===== config.mk =====
export PLATFORM = sky130hd
export DESIGN_NAME = websocket_frame_deframer
export DESIGN_NICKNAME = d
export VERILOG_FILES = /design/src/hw/rtl/wsd_pkg.sv /design/src/hw/rtl/wsd_front.sv /design/src/hw/rtl/wsd_queue.sv /design/src/hw/rtl/websocket_frame_deframer.sv
export SDC_FILE = /design/constraint.sdc
export NUM_CORES = 1
export LEC_CHECK = 0
export BUFFER_PORTS_ARGS = -buffer_cell sky130_fd_sc_hd__buf_2
export CAP_MARGIN = 20
export CORE_ASPECT_RATIO = 1.4
export CORE_MARGIN = 2
export CORE_UTILIZATION = 50
export DETAILED_ROUTE_END_ITERATION = 8
export PLACE_DENSITY = 0.7
export SLEW_MARGIN = 20
export SYNTH_ARGS = -nofsm -noshare
export SYNTH_HDL_FRONTEND = slang
export SYNTH_HIERARCHICAL = 1
export SYNTH_SLANG_ARGS = --single-unit

===== constraint.sdc =====
create_clock -name clk -period 6.3 [get_ports clk]
set_clock_uncertainty 0.15 [all_clocks]
set_input_delay 0.63 -clock clk [delete_from_list [all_inputs] [get_ports clk]]
set_output_delay 0.63 -clock clk [all_outputs]
set_load 0.1 [all_outputs]

===== src/hw/rtl/wsd_pkg.sv =====
// Shared types, codes and helpers for the WebSocket frame deframer.
`timescale 1ns / 1ps
`default_nettype none

package wsd_pkg;

	// Width of the length field that the parser accepts (16 to 64).
	localparam int LENGTH_BITS = 64;
	localparam logic [63:0] LEN_MASK = (LENGTH_BITS >= 64) ? {64{1'b1}} :
		((64'd1 << LENGTH_BITS) - 64'd1);

	localparam logic [62:0] MAX_LEN_RESET = 63'd67108864;

	localparam int QUEUE_DEPTH = 4;
	localparam int QUEUE_AW    = $clog2(QUEUE_DEPTH);

	localparam logic [3:0] OP_CONT   = 4'h0;
	localparam logic [3:0] OP_TEXT   = 4'h1;
	localparam logic [3:0] OP_BINARY = 4'h2;
	localparam logic [3:0] OP_CLOSE  = 4'h8;
	localparam logic [3:0] OP_PING   = 4'h9;

	localparam logic [1:0] KIND_PAYLOAD   = 2'd0;
	localparam logic [1:0] KIND_EMPTY     = 2'd1;
	localparam logic [1:0] KIND_TOO_LARGE = 2'd2;
	localparam logic [1:0] KIND_CONN_END  = 2'd3;

	typedef struct packed {
		logic [1:0] kind;
		logic [7:0] data_byte;
		logic [3:0] msg_opcode;
		logic       is_control;
		logic       last_of_frame;
		logic       last_of_message;
	} result_t;

	typedef struct packed {
		logic       shown;
		logic [3:0] op;
		logic       ctl;
	} content_t;

	// Effective opcode of a frame and whether its content goes out.
	function automatic content_t content_shown(input logic [3:0] frame_op,
			input logic [3:0] frag_op);
		content_t c;
		if (frame_op[3]) begin
			c.op    = frame_op;
			c.ctl   = 1'b1;
			c.shown = (frame_op == OP_CLOSE) || (frame_op == OP_PING);
		end else begin
			c.op    = (frame_op == OP_CONT) ? frag_op : frame_op;
			c.ctl   = 1'b0;
			c.shown = (c.op == OP_TEXT) || (c.op == OP_BINARY);
		end
		return c;
	endfunction

endpackage

`default_nettype wire


===== src/hw/rtl/wsd_front.sv =====
// Header parser and unmasker: takes one stream beat per cycle when fire is high, pushes results.
`timescale 1ns / 1ps
`default_nettype none

module wsd_front (
	input  wire logic              clk,
	input  wire logic              arst_n,
	input  wire logic              fire,
	input  wire logic [7:0]        in_byte,
	input  wire logic              stream_end,
	input  wire logic              cfg_we,
	input  wire logic [62:0]       cfg_wdata,
	output wsd_pkg::result_t       push_data,
	output logic                   push
);
	import wsd_pkg::*;

	localparam logic [2:0] PH_HDR0    = 3'd0;
	localparam logic [2:0] PH_HDR1    = 3'd1;
	localparam logic [2:0] PH_EXTLEN  = 3'd2;
	localparam logic [2:0] PH_MASK    = 3'd3;
	localparam logic [2:0] PH_PAYLOAD = 3'd4;
	localparam logic [2:0] PH_CLOSED  = 3'd5;

	logic [2:0]  phase_q, phase_n;
	logic [2:0]  fcount_q, fcount_n;
	logic        fin_q, fin_n;
	logic [3:0]  opcode_q, opcode_n;
	logic        masked_q, masked_n;
	logic [63:0] rem_q, rem_n;
	logic [31:0] key_q, key_n;
	logic [1:0]  pos_q, pos_n;
	logic [3:0]  frag_q, frag_n;
	logic [62:0] max_len_q;

	logic       len_done, pay_start, done, last;
	logic [6:0] len7;
	logic [7:0] key_byte;
	content_t   cont;

	assign cont = content_shown(opcode_q, frag_q);

	always_comb begin
		case (pos_q)
			2'd0:    key_byte = key_q[31:24];
			2'd1:    key_byte = key_q[23:16];
			2'd2:    key_byte = key_q[15:8];
			default: key_byte = key_q[7:0];
		endcase
	end

	always_comb begin
		phase_n   = phase_q;
		fcount_n  = fcount_q;
		fin_n     = fin_q;
		opcode_n  = opcode_q;
		masked_n  = masked_q;
		rem_n     = rem_q;
		key_n     = key_q;
		pos_n     = pos_q;
		frag_n    = frag_q;
		push      = 1'b0;
		push_data = '0;
		len_done  = 1'b0;
		pay_start = 1'b0;
		done      = 1'b0;
		last      = 1'b0;
		len7      = in_byte[6:0];

		if (fire && phase_q != PH_CLOSED) begin
			if (stream_end) begin
				push           = 1'b1;
				push_data.kind = KIND_CONN_END;
				phase_n        = PH_CLOSED;
			end else begin
				unique case (phase_q)
					PH_HDR0: begin
						fin_n    = in_byte[7];
						opcode_n = in_byte[3:0];
						phase_n  = PH_HDR1;
					end
					PH_HDR1: begin
						masked_n = in_byte[7];
						key_n    = '0;
						if (len7 == 7'd126 || len7 == 7'd127) begin
							fcount_n = (len7 == 7'd126) ? 3'd1 : 3'd7;
							rem_n    = '0;
							phase_n  = PH_EXTLEN;
						end else begin
							rem_n    = {57'd0, len7};
							len_done = 1'b1;
						end
					end
					PH_EXTLEN: begin
						rem_n = {rem_q[55:0], in_byte};
						if (fcount_q == 3'd0) len_done = 1'b1;
						else fcount_n = fcount_q - 3'd1;
					end
					PH_MASK: begin
						key_n = {key_q[23:0], in_byte};
						if (fcount_q == 3'd0) pay_start = 1'b1;
						else fcount_n = fcount_q - 3'd1;
					end
					PH_PAYLOAD: begin
						pos_n = pos_q + 2'd1;
						rem_n = rem_q - 64'd1;
						last  = (rem_n == 64'd0);
						if (cont.shown) begin
							push                      = 1'b1;
							push_data.kind            = KIND_PAYLOAD;
							push_data.data_byte       = in_byte ^ key_byte;
							push_data.msg_opcode      = cont.op;
							push_data.is_control      = cont.ctl;
							push_data.last_of_frame   = last;
							push_data.last_of_message = last & fin_q;
						end
						done = last;
					end
					default: phase_n = PH_CLOSED;
				endcase

				if (len_done) begin
					if ((rem_n & ~LEN_MASK) != 64'd0 || rem_n > {1'b0, max_len_q}) begin
						push           = 1'b1;
						push_data.kind = KIND_TOO_LARGE;
						phase_n        = PH_CLOSED;
					end else if (masked_n) begin
						phase_n  = PH_MASK;
						fcount_n = 3'd3;
					end else begin
						pay_start = 1'b1;
					end
				end

				if (pay_start) begin
					pos_n = 2'd0;
					if (rem_n != 64'd0) begin
						phase_n = PH_PAYLOAD;
					end else begin
						if (cont.shown) begin
							push                      = 1'b1;
							push_data.kind            = KIND_EMPTY;
							push_data.msg_opcode      = cont.op;
							push_data.is_control      = cont.ctl;
							push_data.last_of_frame   = 1'b1;
							push_data.last_of_message = fin_q;
						end
						done = 1'b1;
					end
				end

				// Frame complete: settle the fragment state, close after a close frame.
				if (done) begin
					phase_n = PH_HDR0;
					if (opcode_q[3]) begin
						if (opcode_q == OP_CLOSE) phase_n = PH_CLOSED;
					end else if (opcode_q == OP_CONT) begin
						if (frag_q != OP_CONT && fin_q) frag_n = OP_CONT;
					end else if (!fin_q) begin
						frag_n = opcode_q;
					end
				end
			end
		end
	end

	always_ff @(posedge clk or negedge arst_n) begin
		if (!arst_n) begin
			phase_q   <= PH_HDR0;
			fcount_q  <= '0;
			fin_q     <= 1'b0;
			opcode_q  <= '0;
			masked_q  <= 1'b0;
			rem_q     <= '0;
			key_q     <= '0;
			pos_q     <= '0;
			frag_q    <= '0;
			max_len_q <= MAX_LEN_RESET;
		end else begin
			phase_q  <= phase_n;
			fcount_q <= fcount_n;
			fin_q    <= fin_n;
			opcode_q <= opcode_n;
			masked_q <= masked_n;
			rem_q    <= rem_n;
			key_q    <= key_n;
			pos_q    <= pos_n;
			frag_q   <= frag_n;
			if (cfg_we) max_len_q <= cfg_wdata;
		end
	end

	a_closed_sticks: assert property (@(posedge clk) disable iff (!arst_n)
		phase_q == PH_CLOSED |=> phase_q == PH_CLOSED)
		else $error("closed deframer reopened");

	a_closed_silent: assert property (@(posedge clk) disable iff (!arst_n)
		phase_q == PH_CLOSED |-> !push)
		else $error("result pushed while closed");

	a_fatal_closes: assert property (@(posedge clk) disable iff (!arst_n)
		push && (push_data.kind == KIND_TOO_LARGE || push_data.kind == KIND_CONN_END)
		|=> phase_q == PH_CLOSED)
		else $error("error result without closing");

	a_payload_nonzero: assert property (@(posedge clk) disable iff (!arst_n)
		phase_q == PH_PAYLOAD |-> rem_q != 64'd0)
		else $error("payload phase with no bytes left");

endmodule

`default_nettype wire


===== src/hw/rtl/wsd_queue.sv =====
// Short result queue between the parser and the output stream.
`timescale 1ns / 1ps
`default_nettype none

module wsd_queue (
	input  wire logic              clk,
	input  wire logic              arst_n,
	input  wire logic              push,
	input  wire wsd_pkg::result_t  push_data,
	output logic                   full,
	output logic                   valid,
	input  wire logic              pop,
	output wsd_pkg::result_t       head
);
	import wsd_pkg::*;

	result_t             slots_q [QUEUE_DEPTH];
	logic [QUEUE_AW-1:0] wr_ptr_q, rd_ptr_q;
	logic [QUEUE_AW:0]   count_q;
	logic                do_pop;

	assign full   = (count_q == (QUEUE_AW+1)'(QUEUE_DEPTH));
	assign valid  = (count_q != '0);
	assign do_pop = pop & valid;
	assign head   = slots_q[rd_ptr_q];

	always_ff @(posedge clk) begin
		if (push) slots_q[wr_ptr_q] <= push_data;
	end

	always_ff @(posedge clk or negedge arst_n) begin
		if (!arst_n) begin
			wr_ptr_q <= '0;
			rd_ptr_q <= '0;
			count_q  <= '0;
		end else begin
			if (push) wr_ptr_q <= wr_ptr_q + QUEUE_AW'(1);
			if (do_pop) rd_ptr_q <= rd_ptr_q + QUEUE_AW'(1);
			case ({push, do_pop})
				2'b10:   count_q <= count_q + (QUEUE_AW+1)'(1);
				2'b01:   count_q <= count_q - (QUEUE_AW+1)'(1);
				default: count_q <= count_q;
			endcase
		end
	end

	a_no_overflow: assert property (@(posedge clk) disable iff (!arst_n)
		full |-> !push)
		else $error("push into full result queue");

	a_count_bound: assert property (@(posedge clk) disable iff (!arst_n)
		count_q <= (QUEUE_AW+1)'(QUEUE_DEPTH))
		else $error("result queue count out of range");

endmodule

`default_nettype wire


===== src/hw/rtl/websocket_frame_deframer.sv =====
// Top level of the WebSocket frame deframer: parser, result queue, stream ports.
//
// channel   dir  beat                         fields (low bit up)
// s_*       in   one stream byte              tdata: in_byte; tlast: stream_end
// m_*       out  one result item              tdata: data_byte, msg_opcode;
//                                             tuser: kind, is_control,
//                                             last_of_message; tlast: last_of_frame
// cfg_*     in   max_payload_len write        cfg_wdata: max_payload_len
//
// One input beat per cycle while s_tready is high; results go to m_* via the queue.
// s_tready drops only while the four-entry result queue is full.
// m_tready low stalls the output alone until the queue fills.
// arst_n clears the parser and the queue; max_payload_len returns to 64 MiB.
`timescale 1ns / 1ps
`default_nettype none

module websocket_frame_deframer (
	input  wire logic        clk,
	input  wire logic        arst_n,
	input  wire logic        s_tvalid,
	output logic             s_tready,
	input  wire logic [7:0]  s_tdata,   // [7:0] in_byte
	input  wire logic        s_tlast,   // stream_end
	output logic             m_tvalid,
	input  wire logic        m_tready,
	output logic [15:0]      m_tdata,   // [7:0] data_byte, [11:8] msg_opcode, rest zero
	output logic             m_tlast,   // last_of_frame
	output logic [3:0]       m_tuser,   // [1:0] kind, [2] is_control, [3] last_of_message
	input  wire logic        cfg_we,
	input  wire logic [62:0] cfg_wdata
);
	import wsd_pkg::*;

	logic    fire, push, full;
	result_t push_data, head;

	assign s_tready = !full;
	assign fire     = s_tvalid & s_tready;

	wsd_front u_front (
		.clk        (clk),
		.arst_n     (arst_n),
		.fire       (fire),
		.in_byte    (s_tdata),
		.stream_end (s_tlast),
		.cfg_we     (cfg_we),
		.cfg_wdata  (cfg_wdata),
		.push_data  (push_data),
		.push       (push)
	);

	wsd_queue u_queue (
		.clk       (clk),
		.arst_n    (arst_n),
		.push      (push),
		.push_data (push_data),
		.full      (full),
		.valid     (m_tvalid),
		.pop       (m_tready),
		.head      (head)
	);

	assign m_tdata = {4'd0, head.msg_opcode, head.data_byte};
	assign m_tlast = head.last_of_frame;
	assign m_tuser = {head.last_of_message, head.is_control, head.kind};

endmodule

`default_nettype wire


==> metrics.csv <==
metric;value;unit
post-synth-top-area-fraction;27.2;%
antennaDiodeCount;0;
clk_path_buf_depth;3;
largest_net_degree_at_the_start_of_global_routing;126;
port_buffers;95;
antenna_found_initial;0;
width_of_the_chip;159;µm
yosys-top-cells-area;sky130_fd_sc_hd__dfrtp_1 27%, sky130_fd_sc_hd__edfxtp_1 12%, sky130_fd_sc_hd__nand2_1 8.3%, sky130_fd_sc_hd__o21ai_0 5.9%, sky130_fd_sc_hd__ha_1 5.7%;
worst_slew_margin_rel;31.8;%
peakVddDrop;0.256;mV
floorplan.initialDensity;50.6;%
globalRoute.totalOverflow;0;
timing_hold_violations_final;1;
final_cell_mix;370 x sky130_fd_sc_hd__nand2_1, 208 x sky130_fd_sc_hd__buf_4, 195 x sky130_fd_sc_hd__o21ai_0, 178 x sky130_fd_sc_hd__dfrtp_1, 114 x sky130_fd_sc_hd__inv_1;
switching_share;41.4;%
avg_synthesized_cell_area;8.58;µm²
layout.cells.most_common;sky130_fd_sc_hd__nand2_1;
preCtsSetupSlack;-0.312;ns
cts_sinks;251;
setup_viol_count_final;0;
dr_total_vias;16300;
gpl.final_weighted_congestion;1.04;
drv_cap;0;
path_clk_slew;0.07;ns
first_pass_detailed_route_iteration_total;5;
htree_levels;1;
area_of_the_mapped_netlist;16700;µm²
die_height;221;µm
ys_warns;6;
powerDensity;314;nW/µm²
edff_count_synth;68;
power.combinational.fraction;42.2;%
violations;hold timing;
clock.fmax;0.167;GHz
drt_drc_violations_left;0;
die_area;35000;µm²
worst_setup_path_start_kind;register;
cp_data_arrival_time;6.31;ns
synth_cell_type_count;96;
critical_path_peak_fanout;15;
placeableCoreArea;33100;µm²
tritoncts;yes;
first_global_vias;16300;
endpoint_kind;register;
layout.nets;2287;
power_frac_seq;31.5;%
grt_pass1_wl;93900;µm
drt-wirelength-per-cell;23.6;µm
ys_dominant_reg_cell;sky130_fd_sc_hd__dfrtp_1;
fin_ws;0.302;ns
row_count;79;
pwr-share-clk;26.3;%
seq_area_frac_synth;39.6;%
cpLargestDelayFamily;compound AO/OA/AOI/OAI gates;
leakage;0.00882;µW
dp_hpwl;45500;µm
min_path_type;in -> async;
async_flop_share;72.9;%
worst_pin_slew;1.02;ns
outcome;finished with violations;
detail-route-antenna-nets;0;
detail_route.vias_per_cell;6.29;
busiest_layer;met2;
filler_cell_count;2965;
cp_common_cell;sky130_fd_sc_hd__buf_4;
clockRootBuffer;sky130_fd_sc_hd__clkbuf_16;
worst_path_max_delay_cell;sky130_fd_sc_hd__dfrtp_4;
clk_latency;0.55;ns
synth_seq_cells;251;
netlist.top_cell.by_area;sky130_fd_sc_hd__dfrtp_1;
detailedRoute.firstIterationViolations;1503;
hold_ws;-0.000637;ns
grt_setup_unrepaired;false;
met3_usage;4.74;%
track_usage;35.3;%
path_buf_inv;7;
postCtsHoldBufs;0;
total_length_of_routed_wires;61300;µm
tritoncts.num_buffers;26;
p_int;3670;µW
period_needed;6.00;ns
layout-drive-gt1-share;20.6;%
worst_setup_path_type;reg -> reg;
worstPathRequired;6.62;ns
final_min_period_over_clock_period;95.2;%
grt_util_met2;58.4;%
top_level_ports;100;
areaGrowthSynthToFinish;19.2;%
pins_over_slew_limit;0;
net-switching-power;2590;µW
synth_cells;1951;
max_stage_delay_on_crit_path;0.59;ns
grt_util_met1;42.2;%
## flip-flops by register name (all words and copies together), names as in the netlist
name,cells
u_queue/count_q,3
u_front/fcount_q,3
u_front/max_len_q,63
u_front/rem_q,64
u_queue/wr_ptr_q,2
u_front/frag_q,3
u_queue/slots_q,68
u_front/pos_q,2
u_front/opcode_q,4
u_front/phase_q,3
u_front/masked_q,1
u_front/key_q,32
u_queue/rd_ptr_q,2
u_front/fin_q,1
## cell families after synthesis
logic type      after synthesis  share of synthesized area, %
compound gates              473                          18.3
fa+ha+maj                    78                          5.86
xor+xnor                     35                          1.83
simple gates                810                          24.6
mux                          30                          3.30
other cells                   2                        0.0449
flops                       251                          39.6
buf+inv                     272                          6.45
## final cells by class
type                       count  area, µm²  share of cell area [%]
multi-input combinational   1431       9270                    46.5
sequential                   251       6630                    33.2
tap                          445        557                    2.79
inverter                     115        432                    2.16
clock buffer                  30        697                    3.49
timing repair buffer         308       2160                    10.8
clock inverter                18        211                    1.06
## through the flow
step,instance area (µm²),utilization (%),total power [µW],instances,setup TNS [ns]
finish,20000,60.3,6260,2598,0
global route,20000,60.3,6540,2598,0
CTS,19700,59.6,6210,2592,0
detailed placement,18800,56.8,4530,2544,-10.71
global placement,18800,56.8,4520,2544,-2.65
floorplan,16800,-,3620,1954,0
## power groups by stage
stage	Combinational (µW)	Sequential (µW)	Clock, µW
final	2640	1970	1650
after global routing	2820	1990	1740
after CTS	2570	1960	1680
after detailed placement	2540	1990	0
after global placement	2530	1990	0
after floorplan	1750	1870	0
## cell usage after synthesis, types with 19 or more instances
cell,number
sky130_fd_sc_hd__a21oi_1,71
sky130_fd_sc_hd__nand2_1,370
sky130_fd_sc_hd__ha_1,76
sky130_fd_sc_hd__clkbuf_1,118
sky130_fd_sc_hd__nor4_1,44
sky130_fd_sc_hd__nand3_1,38
sky130_fd_sc_hd__dfrtp_1,182
sky130_fd_sc_hd__inv_1,114
sky130_fd_sc_hd__nand4_1,51
sky130_fd_sc_hd__nor3_1,53
sky130_fd_sc_hd__edfxtp_1,68
sky130_fd_sc_hd__or4_1,23
sky130_fd_sc_hd__nor2_1,98
sky130_fd_sc_hd__xnor2_1,24
sky130_fd_sc_hd__buf_1,19
sky130_fd_sc_hd__o21ai_0,197
## worst paths after layout
kind / start / end / slack [ns] / cells after the start
min in group clk: cfg_wdata[26] / u_front/max_len_q[26] / 0.14 / 3
max reg2reg: u_front/phase_q[1] / u_queue/count_q[2] / 0.30 / 26
max in group asynchronous: arst_n / u_queue/count_q[1] / 4.64 / 2
max: u_front/phase_q[1] / u_queue/count_q[2] / 0.30 / 26
min: arst_n / u_front/max_len_q[21] / -0.0006 / 1
min reg2reg: u_front/key_q[31] / u_front/key_q[31] / 0.35 / 2
## layer usage
| metal | wire [µm] | part of all wire [%] |
|---|---|---|
| met4 | 4860 | 7.9 |
| met3 | 4260 | 7.0 |
| met1 | 23000 | 38 |
| met5 | 0 | 0 |
| met2 | 29200 | 48 |
## repair_timing
item / in CTS / in global routing
pin swaps: 0 / 5
gates resized for setup: 7 / 33
setup buffers: 0 / 6
setup endpoints to repair: 71 / 71
Note: power is estimated with default switching activity, not from simulation.
